<file path="src/hw/rtl/plau_pkg.sv">
`timescale 1ns / 1ps
// ----------------------------------------------------------------------------
// Projectile launch angle: shared package
// Widths, reset values, register and status codes and the arctangent table
// used by the launch angle pipeline and its cells.
// ----------------------------------------------------------------------------
package plau_pkg;

    // Pipeline sizing
    localparam int CORDIC_STAGES_DEF = 24;
    localparam int CORDIC_MAX        = 32;

    // Field and datapath widths
    localparam int V_W        = 23;   // launch speed register
    localparam int G_W        = 22;   // gravity register
    localparam int P_W        = 32;   // one coordinate
    localparam int D_W        = 33;   // coordinate difference and its magnitude
    localparam int Q_W        = 66;   // squared horizontal distance
    localparam int V2_W       = 46;   // speed squared
    localparam int G2_W       = 44;   // gravity squared
    localparam int V4_W       = 92;   // speed to the fourth
    localparam int GV2_W      = 68;   // gravity times speed squared
    localparam int WS_W       = 112;  // discriminant terms
    localparam int SQ_IN_W    = 104;  // square root radicand
    localparam int SQ_OUT_W   = 52;   // square root result
    localparam int NRM_W      = 56;   // normalized operand width
    localparam int NRM_CELLS  = 6;    // shifts by 32, 16, 8, 4, 2, 1
    localparam int CX_W       = 60;   // CORDIC x and y
    localparam int CZ_W       = 26;   // CORDIC angle, degrees * 65536
    localparam int ELEV_W     = 16;
    localparam int STAT_W     = 2;
    localparam int CFG_IDX_W  = 3;
    localparam int CFG_DATA_W = 32;

    // Squared distance below which the target counts as too close (0.01 m)
    localparam logic [Q_W-1:0] NEAR_LIMIT_SQ = 66'd429497;

    // Largest magnitude of the output angle, Q8.8 degrees (90 degrees)
    localparam logic signed [CZ_W-1:0] ANGLE_MAX_Q8 = 26'sd23040;

    // Register reset values
    localparam logic [V_W-1:0] RST_LAUNCH_SPEED = 23'd1638400;
    localparam logic [G_W-1:0] RST_GRAVITY      = 22'd642908;
    localparam logic [P_W-1:0] RST_AIM_X        = 32'd1340211;
    localparam logic [P_W-1:0] RST_AIM_Y        = 32'hFFFF_E148;
    localparam logic [P_W-1:0] RST_AIM_Z        = 32'd88015;

    typedef enum logic [CFG_IDX_W-1:0] {
        REG_LAUNCH_SPEED = 3'd0,
        REG_GRAVITY      = 3'd1,
        REG_AIM_X        = 3'd2,
        REG_AIM_Y        = 3'd3,
        REG_AIM_Z        = 3'd4
    } cfg_reg_t;

    typedef enum logic [STAT_W-1:0] {
        ST_SOLVED      = 2'd0,
        ST_TOO_CLOSE   = 2'd1,
        ST_UNREACHABLE = 2'd2
    } status_t;

    // atan(2^-i) in degrees * 65536, rounded to nearest
    localparam logic signed [CZ_W-1:0] ATAN_DEG16 [0:CORDIC_MAX-1] = '{
        26'sd2949120, 26'sd1740967, 26'sd919879, 26'sd466945,
        26'sd234379,  26'sd117304,  26'sd58666,  26'sd29335,
        26'sd14668,   26'sd7334,    26'sd3667,   26'sd1833,
        26'sd917,     26'sd458,     26'sd229,    26'sd115,
        26'sd57,      26'sd29,      26'sd14,     26'sd7,
        26'sd4,       26'sd2,       26'sd1,      26'sd0,
        26'sd0,       26'sd0,       26'sd0,      26'sd0,
        26'sd0,       26'sd0,       26'sd0,      26'sd0
    };

endpackage

</file>
<file path="src/hw/rtl/plau_norm_cell.sv">
`timescale 1ns / 1ps
// ----------------------------------------------------------------------------
// Normalizer cell
// Shifts both arctangent operands left by SH when the larger of them still
// has its top SH bits clear.
// ----------------------------------------------------------------------------
module plau_norm_cell #(
    parameter int SH = 32
) (
    input  logic                           clk,
    input  logic                           en,
    input  logic [plau_pkg::NRM_W-1:0]     ax_in,
    input  logic [plau_pkg::NRM_W-1:0]     ay_in,
    output logic [plau_pkg::NRM_W-1:0]     ax_out,
    output logic [plau_pkg::NRM_W-1:0]     ay_out
);

    localparam int NW = plau_pkg::NRM_W;

    logic [NW-1:0] both;
    logic          room;
    logic [NW-1:0] ax_reg;
    logic [NW-1:0] ay_reg;

    always_comb
    begin
        both = ax_in | ay_in;
        room = ((both >> (NW - SH)) == '0);
    end

    always_ff @(posedge clk)
    begin
        if (en)
        begin
            ax_reg <= room ? (ax_in << SH) : ax_in;
            ay_reg <= room ? (ay_in << SH) : ay_in;
        end
    end

    assign ax_out = ax_reg;
    assign ay_out = ay_reg;

endmodule

</file>
<file path="config.mk">
export PLATFORM = sky130hd
export DESIGN_NAME = plau_norm_cell
export DESIGN_NICKNAME = d
export VERILOG_FILES = /design/src/hw/rtl/plau_pkg.sv /design/src/hw/rtl/plau_norm_cell.sv
export SDC_FILE = /design/constraint.sdc
export NUM_CORES = 1
export LEC_CHECK = 0
export BUFFER_PORTS_ARGS = -buffer_cell sky130_fd_sc_hd__buf_4
export CAP_MARGIN = 20
export CORE_UTILIZATION = 41
export CTS_CLUSTER_DIAMETER = 60
export DETAILED_ROUTE_END_ITERATION = 10
export PLACE_DENSITY = 0.87
export REMOVE_ABC_BUFFERS = 1
export SYNTH_ARGS = -nofsm -noshare
export SYNTH_HDL_FRONTEND = slang
export SYNTH_SLANG_ARGS = --single-unit
</file>
<file path="constraint.sdc">
create_clock -name clk -period 1.3 [get_ports clk]
set_clock_uncertainty 0.05 [all_clocks]
set_input_delay 0.065 -clock clk [delete_from_list [all_inputs] [get_ports clk]]
set_output_delay 0.065 -clock clk [all_outputs]
set_load 0.1 [all_outputs]
</file>
==> out/metrics.yaml <==
timing:
  setup_violations: 96
  slew_headroom_pct: 76.9
  fin_setup_tns_ns: -15.30
  max_freq_mhz: 663
  min_period_ns: 1.51
  fin_crit_sh_pct: 116
  tightest_slew_ns: 0.344
  slew_violations: 0
  finalWorstSetupSlack_ns: -0.209
  hold_viol_final: 0
  rsz0062_at_grt: "yes"
floorplanning:
  die_y_um: 105
  start_util_pct: 42.0
  rows: 37
  coreArea_um2: 10300
  io_pins: 226
  dieArea_um2: 10900
  die_x_um: 105
clock_network:
  clockBufferDepth: 2
  cts_root_buffer: "clkbuf_8"
  htreeDepth: 3
  cts_tree: "done"
  cts_made_buffers: 9
  path_clk_slew_ns: 0.10
  cts_sinks: 112
logic_synthesis:
  synth_cells: 255
  syn-cell-area_um2: 4310
  yosys-top-cells-area: "edfxtp_1 78%, a21o_1 8.4%, nor2b_1 7.0%"
  ys_warn_count: 0
  synth_top_cell_area_share_pct: 78.0
  synth_cell_types: 9
  seq_area_frac_synth_pct: 78.0
  syn_area_per_cell_um2: 16.9
  ys_ff_latch: 112
  synth_top_cell_by_area: "edfxtp_1"
grt:
  grt_pass1_vias: 3960
  grt_pass1_wl_um: 20800
  grt_use_total_pct: 25.7
  grt_max_degree: 34
  overflow: 0
  antenna_found_initial: 0
placement:
  gp_congestion: 0.844
  port_buffers: 225
  hpwlAfterDp_um: 8350
  placed_area_um2: 6410
  pre_cts_ws_ns: -0.685
run:
  timing.max_cap.violations: 0
cells_and_area:
  mostFrequentLayoutCells: "254 x buf_4, 112 x edfxtp_1, 100 x dlygate4sd3_1"
  final_common_cell: "buf_4"
  fillerInstances: 577
  finish.utilization_pct: 77.6
  postLayoutCellArea_um2: 7970
  synthToLayoutAreaGrowth_pct: 84.9
  layout.nets: 730
  antennaDiodeCount: 0
  seq_area_um2: 3360
  multi_input_area_um2: 943
  layout-drive-gt1-share_pct: 48.3
status:
  status: "finished with violations"
  violations: "negative setup slack"
setup_path:
  cp-end-kind: "flop"
  arrival_ns: 1.68
  critPathKind: "input pin to flop"
  critPathLaunchType: "input pin"
  crit_required_ns: 1.47
  crit_path_max_fanout: 7
routing:
  drc_errors: 0
  wl_per_cell_um: 18.3
  first_iter_violations: 146
  vias_per_cell: 4.80
  ant_nets: 0
  firstDrtPassIters: 4
  drt-total-wl_um: 13800
  vias: 3632
hold_path:
  hold_class: "input pin to flop"
power:
  powerDensity_nw_per_um2: 1250
  ir_worst_vdd_uv: 725
  leakage_nw: 3.53
  power.total_mw: 9.97
[power breakdown]
| group | leakage [nW] | internal (mW) | total [mW] | switching [mW] |
|---|---|---|---|---|
| registers | 1.10 | 4.29 | 4.38 | 0.0954 |
| logic | 2.33 | 0.935 | 3.41 | 2.48 |
| clock network | 0.100 | 1.07 | 2.18 | 1.10 |
[critical path: stages]
cell and delay (ns):
buf_4 0.13, nor4_4 0.29, nand4_1 0.26, nor4_4 0.37, buf_6 0.21, buf_12 0.12
buf_16 0.11, a21o_1 0.12
[metal layers]
layer | share of wire, % | global-route usage (%)
met1 | 35 | 26.7
met2 | 55 | 47.9
met3 | 6.2 | 6.05
met4 | 3.5 | 13.0
met5 | 0 | 0
[cell type report]
cell class,count,area share [%]
multi-input cells,117,11.8
clock inverters,5,0.895
clock buffers,11,1.65
flip-flops and latches,112,42.2
repair buffers,376,41.3
well taps,136,2.13
[Yosys cell counts]
master	n
nor2b_1	48
clkbuf_1	16
buf_6	5
nor4_1	16
nand4_1	4
buf_2	5
edfxtp_1	112
nor4_4	1
a21o_1	48
[registers in the layout (all words and copies together), names as in the netlist]
signal / count
ax_out: 56
ay_out: 56
[through the flow]
step	std cells	hold WS [ns]
after floorplan	229	0.114
after global placement	633	0.203
after detailed placement	633	0.205
after CTS	756	0.00339
after global routing	757	0.00841
final	757	0.0263
[repair_timing]
| action | in CTS | in global routing |
|---|---|---|
| gates cloned | 3 | 1 |
| endpoints found under the setup margin | 96 | 96 |
| hold endpoints to repair | 111 | 0 |
| pin swaps | 25 | 3 |
| hold buffers | 100 | 0 |
| gates resized for setup | 33 | 3 |
| buffers inserted | 4 | 0 |
[logic make-up after synthesis]
kind of cell           after synthesis  share of synthesized area (%)
flip-flops                         112                           78.0
AND/OR/NAND/NOR                     69                           10.4
AO/OA/AOI/OAI                       48                           8.36
buffers and inverters               26                           3.28
[worst paths after layout]
path  startpoint  slack, ns  cells after the start          to
min    ax_in[42]       0.03                      3  ax_out[42]
max    ax_in[34]      -0.21                      8  ax_out[44]
(Power assumes the default switching activity.)
