[config.mk]
export PLATFORM = sky130hd
export DESIGN_NAME = plau_sqrt_cell
export DESIGN_NICKNAME = d
export VERILOG_FILES = /design/src/hw/rtl/plau_pkg.sv /design/src/hw/rtl/plau_sqrt_cell.sv
export SDC_FILE = /design/constraint.sdc
export NUM_CORES = 1
export LEC_CHECK = 0
export ABC_AREA = 1
export BUFFER_PORTS_ARGS = -buffer_cell sky130_fd_sc_hd__buf_2
export CAP_MARGIN = 20
export CORE_UTILIZATION = 46
export CTS_CLUSTER_DIAMETER = 80
export DETAILED_ROUTE_END_ITERATION = 6
export PLACE_DENSITY = 0.77
export SLEW_MARGIN = 10
export SYNTH_ARGS = -nofsm -noshare
export SYNTH_HDL_FRONTEND = slang
export SYNTH_SLANG_ARGS = --single-unit
[constraint.sdc]
create_clock -name clk -period 1.9 [get_ports clk]
set_clock_uncertainty 0.15 [all_clocks]
set_input_delay 0.095 -clock clk [delete_from_list [all_inputs] [get_ports clk]]
set_output_delay 0.095 -clock clk [all_outputs]
set_load 0.02 [all_outputs]
[src/hw/rtl/plau_pkg.sv]
`timescale 1ns / 1ps
// ----------------------------------------------------------------------------
// Projectile launch angle: shared package
// Widths, reset values, register and status codes and the arctangent table
// used by the launch angle pipeline and its cells.
// ----------------------------------------------------------------------------
package plau_pkg;

    // Pipeline sizing
    localparam int CORDIC_STAGES_DEF = 24;
    localparam int CORDIC_MAX        = 32;

    // Field and datapath widths
    localparam int V_W        = 23;   // launch speed register
    localparam int G_W        = 22;   // gravity register
    localparam int P_W        = 32;   // one coordinate
    localparam int D_W        = 33;   // coordinate difference and its magnitude
    localparam int Q_W        = 66;   // squared horizontal distance
    localparam int V2_W       = 46;   // speed squared
    localparam int G2_W       = 44;   // gravity squared
    localparam int V4_W       = 92;   // speed to the fourth
    localparam int GV2_W      = 68;   // gravity times speed squared
    localparam int WS_W       = 112;  // discriminant terms
    localparam int SQ_IN_W    = 104;  // square root radicand
    localparam int SQ_OUT_W   = 52;   // square root result
    localparam int NRM_W      = 56;   // normalized operand width
    localparam int NRM_CELLS  = 6;    // shifts by 32, 16, 8, 4, 2, 1
    localparam int CX_W       = 60;   // CORDIC x and y
    localparam int CZ_W       = 26;   // CORDIC angle, degrees * 65536
    localparam int ELEV_W     = 16;
    localparam int STAT_W     = 2;
    localparam int CFG_IDX_W  = 3;
    localparam int CFG_DATA_W = 32;

    // Squared distance below which the target counts as too close (0.01 m)
    localparam logic [Q_W-1:0] NEAR_LIMIT_SQ = 66'd429497;

    // Largest magnitude of the output angle, Q8.8 degrees (90 degrees)
    localparam logic signed [CZ_W-1:0] ANGLE_MAX_Q8 = 26'sd23040;

    // Register reset values
    localparam logic [V_W-1:0] RST_LAUNCH_SPEED = 23'd1638400;
    localparam logic [G_W-1:0] RST_GRAVITY      = 22'd642908;
    localparam logic [P_W-1:0] RST_AIM_X        = 32'd1340211;
    localparam logic [P_W-1:0] RST_AIM_Y        = 32'hFFFF_E148;
    localparam logic [P_W-1:0] RST_AIM_Z        = 32'd88015;

    typedef enum logic [CFG_IDX_W-1:0] {
        REG_LAUNCH_SPEED = 3'd0,
        REG_GRAVITY      = 3'd1,
        REG_AIM_X        = 3'd2,
        REG_AIM_Y        = 3'd3,
        REG_AIM_Z        = 3'd4
    } cfg_reg_t;

    typedef enum logic [STAT_W-1:0] {
        ST_SOLVED      = 2'd0,
        ST_TOO_CLOSE   = 2'd1,
        ST_UNREACHABLE = 2'd2
    } status_t;

    // atan(2^-i) in degrees * 65536, rounded to nearest
    localparam logic signed [CZ_W-1:0] ATAN_DEG16 [0:CORDIC_MAX-1] = '{
        26'sd2949120, 26'sd1740967, 26'sd919879, 26'sd466945,
        26'sd234379,  26'sd117304,  26'sd58666,  26'sd29335,
        26'sd14668,   26'sd7334,    26'sd3667,   26'sd1833,
        26'sd917,     26'sd458,     26'sd229,    26'sd115,
        26'sd57,      26'sd29,      26'sd14,     26'sd7,
        26'sd4,       26'sd2,       26'sd1,      26'sd0,
        26'sd0,       26'sd0,       26'sd0,      26'sd0,
        26'sd0,       26'sd0,       26'sd0,      26'sd0
    };

endpackage

[src/hw/rtl/plau_sqrt_cell.sv]
`timescale 1ns / 1ps
// ----------------------------------------------------------------------------
// Square root cell
// One digit step of a restoring square root: settles one result bit and
// passes the shifted radicand, remainder and partial root to the next cell.
// ----------------------------------------------------------------------------
module plau_sqrt_cell (
    input  logic                             clk,
    input  logic                             en,
    input  logic [plau_pkg::SQ_IN_W-1:0]     rad_in,
    input  logic [plau_pkg::SQ_OUT_W+1:0]    rem_in,
    input  logic [plau_pkg::SQ_OUT_W-1:0]    root_in,
    output logic [plau_pkg::SQ_IN_W-1:0]     rad_out,
    output logic [plau_pkg::SQ_OUT_W+1:0]    rem_out,
    output logic [plau_pkg::SQ_OUT_W-1:0]    root_out
);

    localparam int IW = plau_pkg::SQ_IN_W;
    localparam int OW = plau_pkg::SQ_OUT_W;

    logic [OW+3:0] part;
    logic [OW+3:0] trial;
    logic [OW+3:0] diff;
    logic          fits;

    logic [IW-1:0] rad_reg;
    logic [OW+1:0] rem_reg;
    logic [OW-1:0] root_reg;

    always_comb
    begin
        part  = {rem_in, rad_in[IW-1:IW-2]};
        trial = {2'b00, root_in, 2'b01};
        fits  = (part >= trial);
        diff  = part - trial;
    end

    always_ff @(posedge clk)
    begin
        if (en)
        begin
            rad_reg  <= {rad_in[IW-3:0], 2'b00};
            rem_reg  <= fits ? diff[OW+1:0] : part[OW+1:0];
            root_reg <= {root_in[OW-2:0], fits};
        end
    end

    assign rad_out  = rad_reg;
    assign rem_out  = rem_reg;
    assign root_out = root_reg;

endmodule

==> flow_summary.ini, run 1 <==
[run_status]
status = finished with violations
violations = negative hold slack, negative setup slack

[layout]
syn_to_final_growth_pct = 65.1
layout_common_cells = nand2_1 (507), buf_2 (418), inv_1 (328), dlygate4sd3_1 (208), edfxtp_1 (208)
multi_input_area_um2 = 5330
fin_area_um2 = 20100
fin_nets = 2609
final_util_pct = 77.3
layout_commonest_cell = nand2_1
regArea_um2 = 6250
post_route_cells_drive_above_1_share_pct = 34.3
fillerInstances = 1743

[pwr]
peakVddDrop_mv = 0.952
total_leakage_power_nw = 10.3
powerDensity_nw_per_um2 = 744
power_w = 0.0149

[worst_setup_path]
critical_path_required_ns = 2.02
crit_type = primary input to flop
worstPathMaxFanout = 5
crit_path_end_kind = flop
cp-start-kind = primary input
arrival_ns = 2.08

[synthesis]
yosysSeqAreaShare_pct = 51.3
synthesis.area_um2 = 12200
syn_avg_cell_area_um2 = 8.15
synth_seq_cells = 208
synth_cell_types = 31
syn-instance-count = 1493
ys_warn_count = 0

[floorplan]
rows = 59
dieHeight_um = 165
dieArea_um2 = 27100
die_x_um = 165
core_um2 = 26000
io_pins = 422
start_util_pct = 46.8

[sta]
slew_viol_final = 0
hold_ws_ns = -0.0174
final.setup.worst_slack_ns = -0.0556
setup_violations = 34
post-route-period-util_pct = 103
fmax_mhz = 511
period_needed_ns = 1.96
finalHoldViolations = 1
setup_tns_ns = -0.783

[run]
max_cap_violations = 0

[hold_path]
hold_path_depth = 4
hp-class = primary input to flop

[clock_tree]
root_buffer = clkbuf_16
cts_tree = built
htree_levels = 1
clkSlewWorstSetupHoldPaths_ns = 0.07
cts_buffers = 23
clockBufferDepth = 3
cts.sinks = 208

[global_routing]
grt.overflow.total = 0
antenna_found_initial = 3
grt_max_degree = 45
grt_usage_pct = 37.6
grt_first_pass_wirelength_um = 75500
grt_pass1_vias = 13710

[route]
routedWlPerCell_um = 19.9
route.detailed.drc = 0
drtIter0Drc = 1270
firstDrtPassIters = 6
vias = 13650
antenna_left = 0
viasPerCell = 5.06
wirelength_um = 53500

[placement]
placed_cell_area_um2 = 16800
portBuffers = 419
place_congestion = 0.986
dp_hpwl_um = 35100
path summary, 6_finish.rpt:
kind,start,to,slack (ns)
worst min-delay path,rem_in[25],rem_out[27],-0.02
worst max-delay path,root_in[17],rem_out[29],-0.06
report_power, final:
group          internal [W]  switching (W)
registers           0.00560       0.000159
clock network       0.00263        0.00194
logic               0.00194        0.00267
registers in the layout, summed over array words and instances, names as in the netlist:
| signal | cells |
|---|---|
| rem_out | 54 |
| root_out | 52 |
| rad_out | 102 |
cell usage after synthesis:
| cell | n | area share (%) |
|---|---|---|
| a21o_1 | 1 | 0.062 |
| a21oi_1 | 29 | 1.2 |
| a21oi_2 | 1 | 0.072 |
| and2_1 | 4 | 0.21 |
| buf_2 | 6 | 0.25 |
| buf_4 | 5 | 0.31 |
| buf_6 | 8 | 0.74 |
| conb_1 | 1 | 0.031 |
| edfxtp_1 | 208 | 51 |
| ha_1 | 54 | 5.6 |
| inv_1 | 343 | 11 |
| inv_2 | 4 | 0.12 |
| nand2_1 | 544 | 17 |
| nand2_2 | 2 | 0.10 |
| nand3_1 | 62 | 2.5 |
| nand3_4 | 1 | 0.14 |
| nand3b_1 | 13 | 0.80 |
| nand4_1 | 38 | 2.0 |
| nand4_2 | 1 | 0.10 |
| nor2_1 | 90 | 2.8 |
| nor2_2 | 7 | 0.36 |
| nor3_1 | 7 | 0.29 |
| nor3_2 | 1 | 0.082 |
| nor3b_2 | 1 | 0.10 |
| o21a_1 | 1 | 0.062 |
| o21ai_0 | 2 | 0.082 |
| o21ai_1 | 27 | 1.1 |
| o21bai_1 | 2 | 0.12 |
| or2_2 | 1 | 0.051 |
| xnor2_1 | 1 | 0.072 |
| xor2_1 | 28 | 2.0 |
layout make-up:
cell class                 count  area share (%)
multi-input combinational    921            26.5
tap                          335            2.09
clock inverter                12           0.723
clock buffer                  27            2.94
sequential                   208            31.1
antenna                        3          0.0374
inverter                     347            6.50
timing repair buffer         842            30.1
metal layers:
layer	vias to the layer above	part of all wire [%]	GRT usage, %
li1	6354	-	-
met1	6317	36	42.4
met2	746	49	66.2
met3	233	8.3	7.41
met4	0	6.7	21.2
met5	-	0	0
kinds of logic after synthesis:
kind of cell,Yosys count,share of synthesized area [%]
AND/OR/NAND/NOR,772,26.3
buffers and inverters,366,12.0
flip-flops,208,51.3
AO/OA/AOI/OAI,63,2.70
adder cells (fa/ha/maj),54,5.55
XOR/XNOR,29,2.09
other,1,0.0308
through the flow:
stage / worst slack (ns) / std cells
2_1_floorplan: -0.00288 / 1494
3_3_place_gp: -0.399 / 2430
3_5_place_dp: -0.456 / 2430
4_1_cts: 0.0430 / 2677
5_1_grt: -0.102 / 2694
6_report: -0.0556 / 2695
worst max-delay path: stages:
cell and delay (ns):
buf_2 0.11, inv_2 0.09, ha_4 0.22, nand2_1 0.12
nand2_1 0.12, inv_1 0.07, nand2_1 0.07, nand2_1 0.08
nand2_2 0.06, nand3b_1 0.25, nand2_4 0.16, nand3_4 0.11
buf_12 0.18, buf_12 0.13, nand2_1 0.11, nand2_2 0.08
repair_timing:
| action | 4_1_cts | 5_1_grt |
|---|---|---|
| gates resized for setup | 0 | 78 |
| hold buffers | 208 | 0 |
| setup buffers | 0 | 8 |
| endpoints found under the setup margin | 0 | 54 |
| hold endpoints to repair | 238 | 0 |
(Power assumes the default switching activity.)
==> run 2: changes to the inputs <==
--- a/config.mk
+++ b/config.mk
@@ -12,6 +12,7 @@
 export CTS_CLUSTER_DIAMETER = 80
 export DETAILED_ROUTE_END_ITERATION = 6
 export PLACE_DENSITY = 0.77
+export REMOVE_ABC_BUFFERS = 1
 export SLEW_MARGIN = 10
 export SYNTH_ARGS = -nofsm -noshare
 export SYNTH_HDL_FRONTEND = slang
==> flow_summary.ini, run 2 (synthesis gave the netlist of run 1 again) <==
[layout]
multi_input_area_um2 = 5190
layout_commonest_cell = nand2_1
fillerInstances = 1736
largest_reg_flops = 102
layout_common_cells = nand2_1 (512), buf_2 (418), inv_1 (341), dlygate4sd3_1 (209), edfxtp_1 (208)
post_route_cells_drive_above_1_share_pct = 33.9
fin_area_um2 = 19900
syn_to_final_growth_pct = 63.2
regArea_um2 = 6250
fin_nets = 2615

[floorplan]
io_pins = 422
dieHeight_um = 165
start_util_pct = 46.8
rows = 59
core_um2 = 26000
dieArea_um2 = 27100
die_x_um = 165

[pwr]
powerDensity_nw_per_um2 = 735
p_seq_share_pct = 39.5
power_w = 0.0146
p_comb_share_pct = 31.3
peakVddDrop_mv = 0.792
switchingPower_w = 0.00472
swShare_pct = 32.3
total_leakage_power_nw = 10.3
power_frac_clock_pct = 29.1
p_int_w = 0.00989

[sta]
setup_violations = 4
period_needed_ns = 1.92
slew_viol_final = 0
finalHoldViolations = 0
fmax_mhz = 522
final.setup.worst_slack_ns = -0.0159
post-route-period-util_pct = 101

[worst_setup_path]
worstPathMaxFanout = 8
crit_path_end_kind = flop
critical_path_required_ns = 2.02
crit_type = primary input to flop
arrival_ns = 2.03
cp-start-kind = primary input

[placement]
portBuffers = 419
placed_cell_area_um2 = 16200
dp_hpwl_um = 34800
place_congestion = 1.01

[run]
max_cap_violations = 0

[clock_tree]
cts_buffers = 23
clkSlewWorstSetupHoldPaths_ns = 0.07
root_buffer = clkbuf_16
htree_levels = 1
clockBufferDepth = 3
cts_tree = built
cts.sinks = 208

[global_routing]
grt_max_degree = 48
antenna_found_initial = 2
grt_first_pass_wirelength_um = 73800
grt_usage_pct = 36.4
grt.overflow.total = 0
grt_pass1_vias = 13409

[run_status]
status = finished with violations
violations = negative setup slack

[route]
route.detailed.drc = 0
routedWlPerCell_um = 19.6
drtIter0Drc = 1234
antenna_left = 0
viasPerCell = 5.12
firstDrtPassIters = 5
wirelength_um = 53000
vias = 13827

[hold_path]
hp-class = primary input to flop
-- run 2: cell count changes in the layout (fill, tap and decap cells not counted), sizes merged --
cell	delta
buf	+8
bufinv	-2
diode	-2
dlygate4sd3	+1
inv	+1
nand3	-1
-- run 2: routing by layer --
layer	vias up	global-route usage (%)	part of all wire [%]
met2	881	64.0	49
met4	2	18.8	6.2
met3	231	6.43	8.3
met5	-	0	0.032
met1	6345	42.4	36
li1	6368	-	-
-- run 2: worst paths after layout --
check | from | endpoint | slack [ns] | depth (start not counted)
hold / removal | rem_in[31] | rem_out[33] | 0.07 | 5
setup / recovery | root_in[21] | rem_out[40] | -0.02 | 16
-- run 2: power by group through the flow --
stage	combinational [W]	clock, W	sequential, W
floorplan	0.00131	0	0.00642
global placement	0.00367	0	0.00582
detailed placement	0.00373	0	0.00582
global route	0.00487	0.00443	0.00581
CTS	0.00409	0.00424	0.00574
finish	0.00458	0.00425	0.00577
-- run 2: what timing repair did --
action / 4_1_cts / 5_1_grt
gates resized for setup: 2 / 128
pin swaps: 0 / 19
endpoints found under the hold margin: 239 / 0
buffers inserted: 0 / 7
setup endpoints to repair: 1 / 55
gates cloned: 0 / 4
hold buffers: 209 / 0
-- run 2: stage by stage --
step / instances / setup TNS, ns / utilization, % / setup WS (ns) / hold WS [ns]
2_1_floorplan: 1475 / -60.42 / - / -1.14 / 0.0439
3_3_place_gp: 2440 / -24.38 / 62.3 / -0.710 / 0.123
3_5_place_dp: 2440 / -26.19 / 62.3 / -0.709 / 0.123
4_1_cts: 2689 / 0 / 73.1 / 0.0205 / 0.0423
5_1_grt: 2700 / -1.38 / 76.4 / -0.0699 / 0.0646
6_report: 2700 / -0.0319 / 76.4 / -0.0159 / 0.0678
-- run 2: worst max-delay path: stages --
cell	delay [ns]
buf_2	0.11
inv_1	0.13
ha_4	0.25
nand2_2	0.13
inv_1	0.05
nand2_1	0.07
nand2_1	0.07
inv_1	0.07
nand2_1	0.07
nand3b_1	0.21
nand2_2	0.14
nand3_4	0.12
buf_12	0.17
buf_12	0.14
nand3_1	0.12
nand2_1	0.06
-- run 2: final cells by class --
| cell class | instances | area share [%] |
|---|---|---|
| well taps | 335 | 2.11 |
| repair buffers | 849 | 30.3 |
| clock inverters | 11 | 0.460 |
| diodes | 1 | 0.0126 |
| clock buffers | 29 | 3.01 |
| multi-input cells | 920 | 26.1 |
| inverters | 347 | 6.56 |
| flip-flops and latches | 208 | 31.4 |
==> run 3: changes to the inputs <==
--- a/config.mk
+++ b/config.mk
@@ -11,6 +11,7 @@
 export CORE_UTILIZATION = 46
 export CTS_CLUSTER_DIAMETER = 80
 export DETAILED_ROUTE_END_ITERATION = 6
+export HOLD_SLACK_MARGIN = 0.12
 export PLACE_DENSITY = 0.77
 export REMOVE_ABC_BUFFERS = 1
 export SLEW_MARGIN = 10
==> flow_summary.ini, run 3 (synthesis gave the netlist of run 1 again) <==
[worst_setup_path]
worstPathMaxFanout = 15
cp_top_family = simple AND/OR/NAND/NOR gates
slowest_delay_ns = 0.24
cp.depth = 17
crit_slowest_cell = ha_4
endpoint = rem_out[25]
crit_top_cell = nand2_1
arrival_ns = 2.04
cp-start-kind = primary input
crit_path_end_kind = flop
crit_type = primary input to flop
cp_cell_sequence = buf_2, inv_1, ha_4, nand2_1, nand2_1, nand2_1, nand2_1, nand2_1, nand2_1, inv_1, nand2_2, a21oi_4, nand3_4, buf_4, buf_12, nand2_1, o21ai_2
critical_path_required_ns = 2.00
path_buf_inv = 5
crit_start = root_in[31]

[floorplan]
rows = 59
start_util_pct = 46.8
io_pins = 422
core_um2 = 26000
dieHeight_um = 165
dieArea_um2 = 27100
die_x_um = 165

[pwr]
peakVddDrop_mv = 0.782
power_w = 0.0147
powerDensity_nw_per_um2 = 733
total_leakage_power_nw = 10.4

[route]
route.detailed.drc = 0
viasPerCell = 5.19
drtIter0Drc = 1367
routedWlPerCell_um = 20.0
vias = 14122
wirelength_um = 54600
antenna_left = 0
firstDrtPassIters = 6

[layout]
layout_common_cells = nand2_1 (512), buf_2 (418), inv_1 (339), dlygate4sd3_1 (225), buf_4 (212)
syn_to_final_growth_pct = 65.3
post_route_cells_drive_above_1_share_pct = 33.9
fin_nets = 2638
final_util_pct = 77.4
layout_commonest_cell = nand2_1
fin_area_um2 = 20100
largest_reg_flops = 102
fillerInstances = 1693

[placement]
place_congestion = 1.01
preCtsSetupSlack_ns = -0.709
placed_cell_area_um2 = 16200
portBuffers = 419
dp_hpwl_um = 34800

[clock_tree]
cts_tree = built
cts_buffers = 23
root_buffer = clkbuf_16
htree_levels = 1
cts.sinks = 208
clkSlewWorstSetupHoldPaths_ns = 0.06
clockBufferDepth = 3

[global_routing]
grt_first_pass_wirelength_um = 73900
grt.overflow.total = 0
antenna_found_initial = 3
grt_max_degree = 48
grt_pass1_vias = 13523
grt_usage_pct = 36.6

[sta]
hold_ws_ns = 0.116
final.setup.worst_slack_ns = -0.0310
finalHoldViolations = 0
setup_violations = 2
period_needed_ns = 1.93
post-route-period-util_pct = 102
fmax_mhz = 518
slew_viol_final = 0

[run_status]
status = finished with violations
violations = negative setup slack

[run]
max_cap_violations = 0

[hold_path]
hp-class = primary input to flop
run 3: cell types whose count changed in the layout (fill, tap and decap cells not counted), sizes merged:
cell         previous run  this run
clkbuf                 33        34
buf                   636       642
dlygate4sd3           209       225
run 3: timing repair:
item / CTS / global route
hold endpoints to repair: 249 / 2
endpoints found under the setup margin: 1 / 55
gates resized for setup: 2 / 128
buffers inserted: 0 / 12
cloned: 0 / 5
pin swaps: 0 / 21
hold buffers: 223 / 2
run 3: metal layers:
layer  global-route usage (%)  up-vias  part of all wire [%]
met1                     42.4     6502                    36
met5                        0        -                 0.053
met3                     5.93      271                   8.3
met2                     63.9      929                    49
li1                         -     6416                     -
met4                     20.6        4                   7.0
run 3: worst min-delay path: stages:
cell,delay (ns)
buf_2,0.14
ha_4,0.17
nand2_1,0.06
nand3_1,0.10
nand2_1,0.05
run 3: where the power goes:
group	total (W)	switching, W	leakage (nW)	internal [W]
clock	0.00428	0.00190	0.337	0.00238
sequential	0.00578	0.000170	2.04	0.00561
combinational	0.00469	0.00272	8.01	0.00197
total	0.0147	0.00479	10.4	0.00995
run 3: how the worst min path moves through the flow:
stage,cells past startpoint,from,end
4_1_cts,3,rem_in[51],rem_out[53]
3_3_place_gp,1,rad_in[91],rad_out[93]
2_1_floorplan,0,rad_in[98],rad_out[100]
6_report,5,rem_in[40],rem_out[42]
3_5_place_dp,1,rad_in[53],rad_out[55]
5_1_grt,6,rem_in[47],rem_out[49]
run 3: final cells by class:
| cell class | instances | area, um2 | area share (%) |
|---|---|---|---|
| antenna | 1 | 2.50 | 0.0124 |
| clock buffer | 29 | 598 | 2.97 |
| clock inverter | 11 | 91.3 | 0.454 |
| inverter | 347 | 1300 | 6.48 |
| multi-input combinational | 920 | 5210 | 25.9 |
| sequential | 208 | 6250 | 31.1 |
| tap | 335 | 419 | 2.08 |
| timing repair buffer | 872 | 6250 | 31.1 |
run 3: stage by stage:
step                      TNS [ns]  std cells
after detailed placement    -26.19       2440
after floorplan             -60.42       1475
after global routing         -1.53       2723
after global placement      -24.38       2440
after CTS                        0       2703
final                      -0.0376       2723
